$ cat config.mk
export PLATFORM = sky130hd
export DESIGN_NAME = ps2_scancode_key_decoder
export DESIGN_NICKNAME = d
export VERILOG_FILES = /design/src/hw/rtl/ps2kd_pkg.sv /design/src/hw/rtl/ps2_scancode_key_decoder.sv
export SDC_FILE = /design/constraint.sdc
export NUM_CORES = 1
export LEC_CHECK = 0
export ABC_AREA = 1
export BUFFER_PORTS_ARGS = -buffer_cell sky130_fd_sc_hd__buf_2
export CAP_MARGIN = 5
export CORE_ASPECT_RATIO = 1.25
export CORE_MARGIN = 1.5
export CORE_UTILIZATION = 52
export CTS_CLUSTER_DIAMETER = 120
export DETAILED_ROUTE_END_ITERATION = 10
export PLACE_DENSITY_LB_ADDON = 0.2
export SLEW_MARGIN = 30
export SYNTH_ARGS = -nofsm -noshare
export SYNTH_HDL_FRONTEND = slang
export SYNTH_SLANG_ARGS = --single-unit
export TNS_END_PERCENT = 50
$ cat constraint.sdc
create_clock -name clock -period 2.4 [get_ports clock]
set_clock_uncertainty 0.05 [all_clocks]
set_input_delay 0.24 -clock clock [delete_from_list [all_inputs] [get_ports clock]]
set_output_delay 0.24 -clock clock [all_outputs]
set_load 0.02 [all_outputs]
$ cat src/hw/rtl/ps2kd_pkg.sv
`default_nettype none

package ps2kd_pkg;

   localparam logic [7:0] PREFIX_BYTE = 8'hE0;
   localparam logic [7:0] EXT_HIGH    = 8'hE0;

   // Key codes that drive the held-key register.
   localparam logic [6:0] CODE_ALT    = 7'h38;
   localparam logic [6:0] CODE_CTRL   = 7'h1D;
   localparam logic [6:0] CODE_LSUPER = 7'h5B;
   localparam logic [6:0] CODE_RSUPER = 7'h5C;
   localparam logic [6:0] CODE_LSHIFT = 7'h2A;
   localparam logic [6:0] CODE_RSHIFT = 7'h36;

   localparam int HeldWidth = 7;
   localparam int ModWidth  = 5;

   typedef logic [HeldWidth-1:0] held_type;
   typedef logic [ModWidth-1:0]  mods_type;

   localparam held_type HELD_ALT    = 7'h01;
   localparam held_type HELD_CTRL   = 7'h02;
   localparam held_type HELD_LSHIFT = 7'h04;
   localparam held_type HELD_RSHIFT = 7'h08;
   localparam held_type HELD_LSUPER = 7'h10;
   localparam held_type HELD_RSUPER = 7'h20;
   localparam held_type HELD_ALTGR  = 7'h40;

   typedef struct packed {
      logic [15:0] key_code;
      logic [6:0]  key_char;
      mods_type    modifier_set;
   } result_type;

   // US layout: plain and shifted character for one key code, 0 where unmapped.
   function automatic logic [6:0] key_char_lookup(input logic [6:0] code, input logic shift);
      logic [6:0] plain;
      logic [6:0] shifted;
      plain   = 7'h00;
      shifted = 7'h00;
      case (code)
         7'h02: begin plain = 7'h31; shifted = 7'h21; end
         7'h03: begin plain = 7'h32; shifted = 7'h40; end
         7'h04: begin plain = 7'h33; shifted = 7'h23; end
         7'h05: begin plain = 7'h34; shifted = 7'h24; end
         7'h06: begin plain = 7'h35; shifted = 7'h25; end
         7'h07: begin plain = 7'h36; shifted = 7'h5E; end
         7'h08: begin plain = 7'h37; shifted = 7'h26; end
         7'h09: begin plain = 7'h38; shifted = 7'h2A; end
         7'h0A: begin plain = 7'h39; shifted = 7'h28; end
         7'h0B: begin plain = 7'h30; shifted = 7'h29; end
         7'h0C: begin plain = 7'h2D; shifted = 7'h5F; end
         7'h0D: begin plain = 7'h3D; shifted = 7'h2B; end
         7'h0E: begin plain = 7'h08; shifted = 7'h08; end
         7'h0F: begin plain = 7'h09; shifted = 7'h09; end
         7'h10: begin plain = 7'h71; shifted = 7'h51; end
         7'h11: begin plain = 7'h77; shifted = 7'h57; end
         7'h12: begin plain = 7'h65; shifted = 7'h45; end
         7'h13: begin plain = 7'h72; shifted = 7'h52; end
         7'h14: begin plain = 7'h74; shifted = 7'h54; end
         7'h15: begin plain = 7'h79; shifted = 7'h59; end
         7'h16: begin plain = 7'h75; shifted = 7'h55; end
         7'h17: begin plain = 7'h69; shifted = 7'h49; end
         7'h18: begin plain = 7'h6F; shifted = 7'h4F; end
         7'h19: begin plain = 7'h70; shifted = 7'h50; end
         7'h1A: begin plain = 7'h5B; shifted = 7'h7B; end
         7'h1B: begin plain = 7'h5D; shifted = 7'h7D; end
         7'h1C: begin plain = 7'h0A; shifted = 7'h0A; end
         7'h1E: begin plain = 7'h61; shifted = 7'h41; end
         7'h1F: begin plain = 7'h73; shifted = 7'h53; end
         7'h20: begin plain = 7'h64; shifted = 7'h44; end
         7'h21: begin plain = 7'h66; shifted = 7'h46; end
         7'h22: begin plain = 7'h67; shifted = 7'h47; end
         7'h23: begin plain = 7'h68; shifted = 7'h48; end
         7'h24: begin plain = 7'h6A; shifted = 7'h4A; end
         7'h25: begin plain = 7'h6B; shifted = 7'h4B; end
         7'h26: begin plain = 7'h6C; shifted = 7'h4C; end
         7'h27: begin plain = 7'h3B; shifted = 7'h3A; end
         7'h28: begin plain = 7'h27; shifted = 7'h22; end
         7'h29: begin plain = 7'h60; shifted = 7'h7E; end
         7'h2B: begin plain = 7'h5C; shifted = 7'h7C; end
         7'h2C: begin plain = 7'h7A; shifted = 7'h5A; end
         7'h2D: begin plain = 7'h78; shifted = 7'h58; end
         7'h2E: begin plain = 7'h63; shifted = 7'h43; end
         7'h2F: begin plain = 7'h76; shifted = 7'h56; end
         7'h30: begin plain = 7'h62; shifted = 7'h42; end
         7'h31: begin plain = 7'h6E; shifted = 7'h4E; end
         7'h32: begin plain = 7'h6D; shifted = 7'h4D; end
         7'h33: begin plain = 7'h2C; shifted = 7'h3C; end
         7'h34: begin plain = 7'h2E; shifted = 7'h3E; end
         7'h35: begin plain = 7'h2F; shifted = 7'h3F; end
         7'h37: begin plain = 7'h2A; shifted = 7'h2A; end
         7'h39: begin plain = 7'h20; shifted = 7'h20; end
         7'h47: begin plain = 7'h37; shifted = 7'h37; end
         7'h48: begin plain = 7'h38; shifted = 7'h38; end
         7'h49: begin plain = 7'h39; shifted = 7'h39; end
         7'h4A: begin plain = 7'h2D; shifted = 7'h2D; end
         7'h4B: begin plain = 7'h34; shifted = 7'h34; end
         7'h4C: begin plain = 7'h35; shifted = 7'h35; end
         7'h4D: begin plain = 7'h36; shifted = 7'h36; end
         7'h4E: begin plain = 7'h2B; shifted = 7'h2B; end
         7'h4F: begin plain = 7'h31; shifted = 7'h31; end
         7'h50: begin plain = 7'h32; shifted = 7'h32; end
         7'h51: begin plain = 7'h33; shifted = 7'h33; end
         7'h52: begin plain = 7'h30; shifted = 7'h30; end
         7'h53: begin plain = 7'h2E; shifted = 7'h2E; end
         7'h56: begin plain = 7'h5C; shifted = 7'h7C; end
         default: begin plain = 7'h00; shifted = 7'h00; end
      endcase
      return shift ? shifted : plain;
   endfunction

endpackage

`default_nettype wire

$ cat src/hw/rtl/ps2_scancode_key_decoder.sv
// Each scan byte is registered in the input register, and its result is then
// registered in the output register; the prefix byte 0xE0 gives no result.
// Throughput: one scan byte per cycle while the output is not stalled.
// While a result waits, the input register takes one more scan byte and holds it
// until the result is taken; a prefix byte held there never waits.
// Synchronous active-high reset clears the prefix flag, the held keys and valid flags.
`default_nettype none

module ps2_scancode_key_decoder
   import ps2kd_pkg::*;
(
   input  wire logic        clock,
   input  wire logic        reset,
   input  wire logic        req_tvalid,
   output logic             req_tready,
   input  wire logic [7:0]  req_tdata,   // [7:0] scan_byte
   output logic             rsp_tvalid,
   input  wire logic        rsp_tready,
   output logic [31:0]      rsp_tdata,   // [15:0] key_code, [22:16] key_char,
                                         // [27:23] modifier_set, [31:28] zero
   output logic             rsp_tuser    // [0] is_press
);

   logic       in_valid_ff, in_valid_in;
   logic [7:0] in_byte_ff;
   logic       rsp_valid_ff, rsp_valid_in;
   result_type rsp_data_ff;
   logic       rsp_press_ff;
   logic       prefix_ff, prefix_in;
   held_type   held_ff, held_in;

   logic       is_prefix;
   logic [6:0] code;
   logic       press;
   held_type   held_mask;
   mods_type   mods;
   result_type result;
   logic       rsp_room;
   logic       rsp_load;
   logic       in_move;

   assign is_prefix = (in_byte_ff == PREFIX_BYTE);
   assign code      = in_byte_ff[6:0];
   assign press     = ~in_byte_ff[7];

   assign rsp_room   = ~rsp_valid_ff | rsp_tready;
   assign in_move    = in_valid_ff & (is_prefix | rsp_room);
   assign rsp_load   = in_valid_ff & ~is_prefix & rsp_room;
   assign req_tready = ~in_valid_ff | in_move;

   always_comb begin
      unique case (code)
         CODE_ALT:    held_mask = prefix_ff ? HELD_ALTGR : HELD_ALT;
         CODE_CTRL:   held_mask = HELD_CTRL;
         CODE_LSUPER: held_mask = HELD_LSUPER;
         CODE_RSUPER: held_mask = HELD_RSUPER;
         CODE_LSHIFT: held_mask = HELD_LSHIFT;
         CODE_RSHIFT: held_mask = HELD_RSHIFT;
         default:     held_mask = '0;
      endcase
   end

   always_comb begin
      held_in   = held_ff;
      prefix_in = prefix_ff;
      if (in_move) begin
         if (is_prefix) begin
            prefix_in = 1'b1;
         end else begin
            held_in   = press ? (held_ff | held_mask) : (held_ff & ~held_mask);
            prefix_in = 1'b0;
         end
      end
   end

   // The modifier set and the shift choice both see this item's update.
   assign mods[0] = |(held_in & HELD_ALT);
   assign mods[1] = |(held_in & HELD_CTRL);
   assign mods[2] = |(held_in & (HELD_LSHIFT | HELD_RSHIFT));
   assign mods[3] = |(held_in & (HELD_LSUPER | HELD_RSUPER));
   assign mods[4] = |(held_in & HELD_ALTGR);

   assign result.key_code     = {(prefix_ff ? EXT_HIGH : 8'h00), 1'b0, code};
   assign result.key_char     = key_char_lookup(code, mods[2]);
   assign result.modifier_set = mods;

   always_comb begin
      in_valid_in = in_valid_ff;
      if (req_tvalid && req_tready) begin
         in_valid_in = 1'b1;
      end else if (in_move) begin
         in_valid_in = 1'b0;
      end
      rsp_valid_in = rsp_valid_ff;
      if (rsp_load) begin
         rsp_valid_in = 1'b1;
      end else if (rsp_tready) begin
         rsp_valid_in = 1'b0;
      end
   end

   always_ff @(posedge clock) begin
      if (reset) begin
         in_valid_ff  <= 1'b0;
         rsp_valid_ff <= 1'b0;
         prefix_ff    <= 1'b0;
         held_ff      <= '0;
      end else begin
         in_valid_ff  <= in_valid_in;
         rsp_valid_ff <= rsp_valid_in;
         prefix_ff    <= prefix_in;
         held_ff      <= held_in;
      end
   end

   always_ff @(posedge clock) begin
      if (req_tvalid && req_tready) begin
         in_byte_ff <= req_tdata;
      end
      if (rsp_load) begin
         rsp_data_ff  <= result;
         rsp_press_ff <= press;
      end
   end

   assign rsp_tvalid = rsp_valid_ff;
   assign rsp_tdata  = {4'h0, rsp_data_ff.modifier_set, rsp_data_ff.key_char,
                        rsp_data_ff.key_code};
   assign rsp_tuser  = rsp_press_ff;

`ifndef SYNTH
   a_reset_clears: assert property (@(posedge clock)
      reset |=> (held_ff == '0) && !prefix_ff && !rsp_valid_ff)
      else $error("reset did not clear the key state");

   a_prefix_silent: assert property (@(posedge clock) disable iff (reset)
      (in_valid_ff && is_prefix) |-> !rsp_load)
      else $error("prefix byte produced a result");

   a_prefix_consumed: assert property (@(posedge clock) disable iff (reset)
      (in_move && !is_prefix) |=> !prefix_ff)
      else $error("prefix flag survived a key byte");

   a_extended_code: assert property (@(posedge clock) disable iff (reset)
      (rsp_load && prefix_ff) |=> (rsp_tdata[15:8] == EXT_HIGH))
      else $error("extended key code lost its prefix");
`endif

endmodule

`default_nettype wire

# [Yosys cells after proc, flatten, opt, wreduce, memory -nomap -nowiden]
# Memory sizes are Yosys's and may differ from the RTL's. A register that Yosys moved wholly into a read port is not among the register bits.
# Cells that the tools add are included.
[word_totals] reg_bits=46 out_inout_bits=35 memories=1 romBits=1792 in_bits=12 elab_cells=48
[mem_list] memory="(name not given)" words=128 width=14 read_ports=1 rd_clocked_by_memory_dff=1 write_ports=0 line_no="ps2kd_pkg.sv:42" source="case (code)"
[op_classes] eq_ne=7 bitwise=13 n_mux=13 reduce_logical=5
[ops] operator="7-bit 2-to-1 mux" n=6
[ops] operator="7-bit one-hot mux with 6 select lines" n=1
[ops] operator="7-bit by 6-bit == test with 1-bit output (second input constant)" n=3
[ops] operator="7-bit == test (second input constant)" n=2
[ops] operator="8-bit == test (second input constant)" n=1
[ops] operator="8-bit 2-to-1 mux" n=1
[ops] operator="7-bit bitwise AND" n=1
[ops] operator="7-bit by 5-bit == test with 1-bit output (second input constant)" n=1
[ops] operator="7-bit inverter" n=1
[ops] operator="7-bit OR" n=1
[ops] operator="1-bit 2-to-1 mux" n=5
[ops] operator="1-bit inverter" n=4
[ops] operator="2-bit nonzero test" n=2
[ops] operator="2-bit OR reduction" n=2
[ops] operator="1-bit bitwise AND" n=3
[ops] operator="1-bit OR" n=3
[ops] operator="1-bit logical AND" n=1

# [Longest topological paths before layout]
[logic_depth] ltp_word=9 ltp_mapped=22 ltp_nobuf=21

# [Worst setup path before layout]
# OpenSTA, ideal clock, no wires.
[synth_path] path_type="register to register" startpoint="reg in_byte_ff[7]" endpoint="reg rsp_data_ff (netlist bit rsp_tdata[16]) (data pin)" setup_time_ns=0.253 stages_incl_launch_ff=12 arrival_ns=2.210 period_less_slack_ns=2.514 required_time_ns=2.097 setup_slack_ns=-0.114 n_path_buf=1 path_cell_list="edfxtp_1 buf_4 nand2_1 nor2_1 nand2_2 nand3_1 inv_1 nand4_1 mux2i_2 nand2_2 nand2_1 nand2_1"
[synth_rtl] item="start, declared" line_no="ps2_scancode_key_decoder.sv:25" source="logic [7:0] in_byte_ff;"
[synth_rtl] item="start signal, assigned" line_no="ps2_scancode_key_decoder.sv:118" source="in_byte_ff <= req_tdata;"
[synth_rtl] item="end signal, assigned" line_no="ps2_scancode_key_decoder.sv:121" source="rsp_data_ff <= result;"
[synth_rtl] item="end, declared" line_no="ps2_scancode_key_decoder.sv:27" source="result_type rsp_data_ff;"

==> impl_metrics.csv <==
group,metric,value,unit
run_status,run_status,"complete, no violations",
timing,grt_setup_unrepaired,"yes",
global_routing,gr_overflow_total,0,
final_layout,fin_cells,605,
synth,post_synth.cell_area_avg,7.36,um^2
route,via_per_inst,5.54,
clocking,cts_buf_count,5,
clocking,cts_tree,"built",
pwr,vdd_drop_max,0.000321,V
synth,syn-instance-count,451,
final_layout,antenna_cells,0,
timing,hold_viol_final,0,
synth,ys_ff_latch,53,
place,post-place-cells,588,
clocking,clock_path_buffers,2,
final_layout,area.growth.synth_to_final,24.9,%
timing,final.hold.worst_slack,0.0560,ns
clocking,clock-sinks,53,
final_layout,multi_input_area,0.00186,mm^2
clocking,ctsRootBufferMaster,"sky130_fd_sc_hd__clkbuf_8",
route,firstDrtPassIters,5,
place,port_buffers,36,
floorplan,coreArea,0.00617,mm^2
worst_setup_path,worst-setup-path-type,"reg -> reg",
pwr,power_density,558,mW/mm^2
min_path,hold_class,"in -> reg",
timing,timing_max_transition_violations_final,0,
pwr,leakage_power_total,1.92,nW
synth,count_of_distinct_cell_types_in_the_synthesized_netlist,38,
flow_run,max_cap_viol_count,0,
global_routing,first_pass_grt_wire_length,15100,um
route,wl_per_cell,15.9,um
worst_setup_path,worstSetupEndpointType,"flip-flop",
clocking,clk_pin_slew,0.10,ns
worst_setup_path,critical_path.startpoint_type,"flip-flop",
worst_setup_path,timing.critical_path.required,2.59,ns
synth,synth_sequential_area_ratio,0.407,
place,globalplace.congestion,1.04,
final_layout,layout.area.seq,0.00135,mm^2
timing,fin_crit,2.33,ns
route,detail_route.drc_violations,0,
worst_setup_path,arrival,2.52,ns
global_routing,track_usage,0.284,
route,post_route_antenna_net_violation_count,0,
timing,timing.final.crit_share,0.971,
final_layout,final_cell_area,0.00415,mm^2
worst_setup_path,cp_max_fo,15,
place,dp.final_hpwl,7100,um
clocking,h-tree-depth,2,
final_layout,mostFrequentLayoutCell,"sky130_fd_sc_hd__nand2_1",
global_routing,number_of_antenna_violations_at_the_first_check_in_global_routing,0,
route,drt-initial-drc-count,294,
floorplan,dieHeight,92.3,um
timing,fin_setup_tns,0,ns
pwr,total_power,0.00232,W
floorplan,die_w,74.5,um
timing,finalSetupViolCount,0,
floorplan,num_rows,32,
synth,synth-warning-count,0,
clocking,worstSkewPairLatency,0.30,ns
place,placed_area,0.00376,mm^2
clocking,cts_hold_repair.buffers,0,
final_layout,most_frequent_cells_in_the_layout,"128 x sky130_fd_sc_hd__nand2_1, 55 x sky130_fd_sc_hd__nand3_1, 40 x sky130_fd_sc_hd__buf_4",
final_layout,final.fill_count,555,
final_layout,layout_cells_sized_above_1,0.288,
global_routing,grt_start_max_net_pins,24,
route,detailroute.via_count,3354,
floorplan,floorplan.initialDensity,0.538,
synth,synth_cell_area,0.00332,mm^2
global_routing,first_global_vias,3168,
route,totalWireLength,9640,um
final_layout,design.final.nets,543,
timing,fmax,429,MHz
floorplan,pin_count,47,
floorplan,die_area,0.00687,mm^2
==> area by class of cell <==
| type | count | area share |
|---|---|---|
| well taps | 85 | 0.0257 |
| repair buffers | 80 | 0.132 |
| inverters | 43 | 0.0411 |
| clock inverters | 1 | 0.00211 |
| clock buffers | 7 | 0.0235 |
| flip-flops and latches | 53 | 0.326 |
| multi-input cells | 336 | 0.450 |
==> power breakdown <==
part,leakage [nW],total (W),switching [W],internal [W]
combinational,1.39,0.000703,0.000456,0.000247
clock,0.0536,0.000558,0.000286,0.000272
sequential,0.475,0.00105,0.0000215,0.00103
total,1.92,0.00232,0.000764,0.00155
==> cells by family (layout without fill, tap and decap cells) <==
group	Yosys count	count (layout)	synth area share
flip-flops	53	53	0.407
adder cells (fa/ha/maj)	12	12	0.0452
AND/OR/NAND/NOR	258	258	0.342
multiplexers	1	1	0.00415
buffers and inverters	71	131	0.105
other	1	10	0.00113
AO/OA/AOI/OAI	55	55	0.0954
==> critical path, stage by stage (launching register included) <==
cell                       delay, ns
sky130_fd_sc_hd__edfxtp_1       0.41
sky130_fd_sc_hd__nand2_1        0.11
sky130_fd_sc_hd__nor2_2         0.05
sky130_fd_sc_hd__nand2_2        0.09
sky130_fd_sc_hd__nand3_4        0.13
sky130_fd_sc_hd__nand2_4        0.15
sky130_fd_sc_hd__buf_8          0.15
sky130_fd_sc_hd__inv_1          0.08
sky130_fd_sc_hd__nand2_1        0.12
sky130_fd_sc_hd__nand2_4        0.14
sky130_fd_sc_hd__buf_4          0.18
sky130_fd_sc_hd__nor2_4         0.14
sky130_fd_sc_hd__nand3_1        0.09
sky130_fd_sc_hd__nand2_1        0.09
sky130_fd_sc_hd__inv_1          0.05
sky130_fd_sc_hd__nand2_1        0.06
sky130_fd_sc_hd__nand3_1        0.08
sky130_fd_sc_hd__nand2_1        0.08
==> synth_stat cells (all sizes together) <==
cell / number / share of area
nor3: 5 / 0.0075
nand4: 8 / 0.015
inv: 42 / 0.048
conb: 1 / 0.0011
o22ai: 1 / 0.0019
dfxtp: 24 / 0.14
o21a: 1 / 0.0023
nor2b: 1 / 0.0019
a22oi: 1 / 0.0023
a21oi: 17 / 0.026
o211ai: 5 / 0.011
clkbuf: 1 / 0.0011
nand3b: 1 / 0.0023
nand3: 65 / 0.10
ha: 12 / 0.045
nor2: 28 / 0.034
or2: 3 / 0.0057
edfxtp: 29 / 0.26
clkinv: 1 / 0.0011
o21ai: 28 / 0.048
a211oi: 1 / 0.0023
nor4: 2 / 0.0038
buf: 27 / 0.055
nand2: 145 / 0.17
a31oi: 1 / 0.0019
mux2i: 1 / 0.0041
==> path summary, 6_finish.rpt <==
path	cells past startpoint	from	to	slack, ns
hold reg to reg	0	prefix_ff	rsp_tdata[14]	0.43
hold / removal	1	req_tdata[7]	in_byte_ff[7]	0.06
setup / recovery	17	in_byte_ff[7]	flip-flop	0.07
setup reg to reg	17	in_byte_ff[7]	flip-flop	0.07
==> metal layers <==
metal | up-vias | track usage | wire length [um]
met5 | - | 0 | 0
met2 | 206 | 0.452 | 4590
li1 | 1601 | - | -
met4 | 0 | 0.174 | 449
met1 | 1505 | 0.352 | 3810
met3 | 42 | 0.0479 | 790
==> through the flow <==
step	utilization	setup WS (ns)
6_report	0.672	0.0688
3_5_place_dp	0.610	-0.149
2_1_floorplan	-	0.00309
4_1_cts	0.631	0.000911
3_3_place_gp	0.610	-0.0944
5_1_grt	0.672	-0.0861
==> what timing repair did <==
action | in CTS | in global routing
gates resized for setup | 5 | 53
setup endpoints to repair | 9 | 14
hold endpoints to repair | 0 | 0
setup buffers | 0 | 9
pin swaps | 0 | 6
No activity file was read; power rests on OpenSTA's default activity.
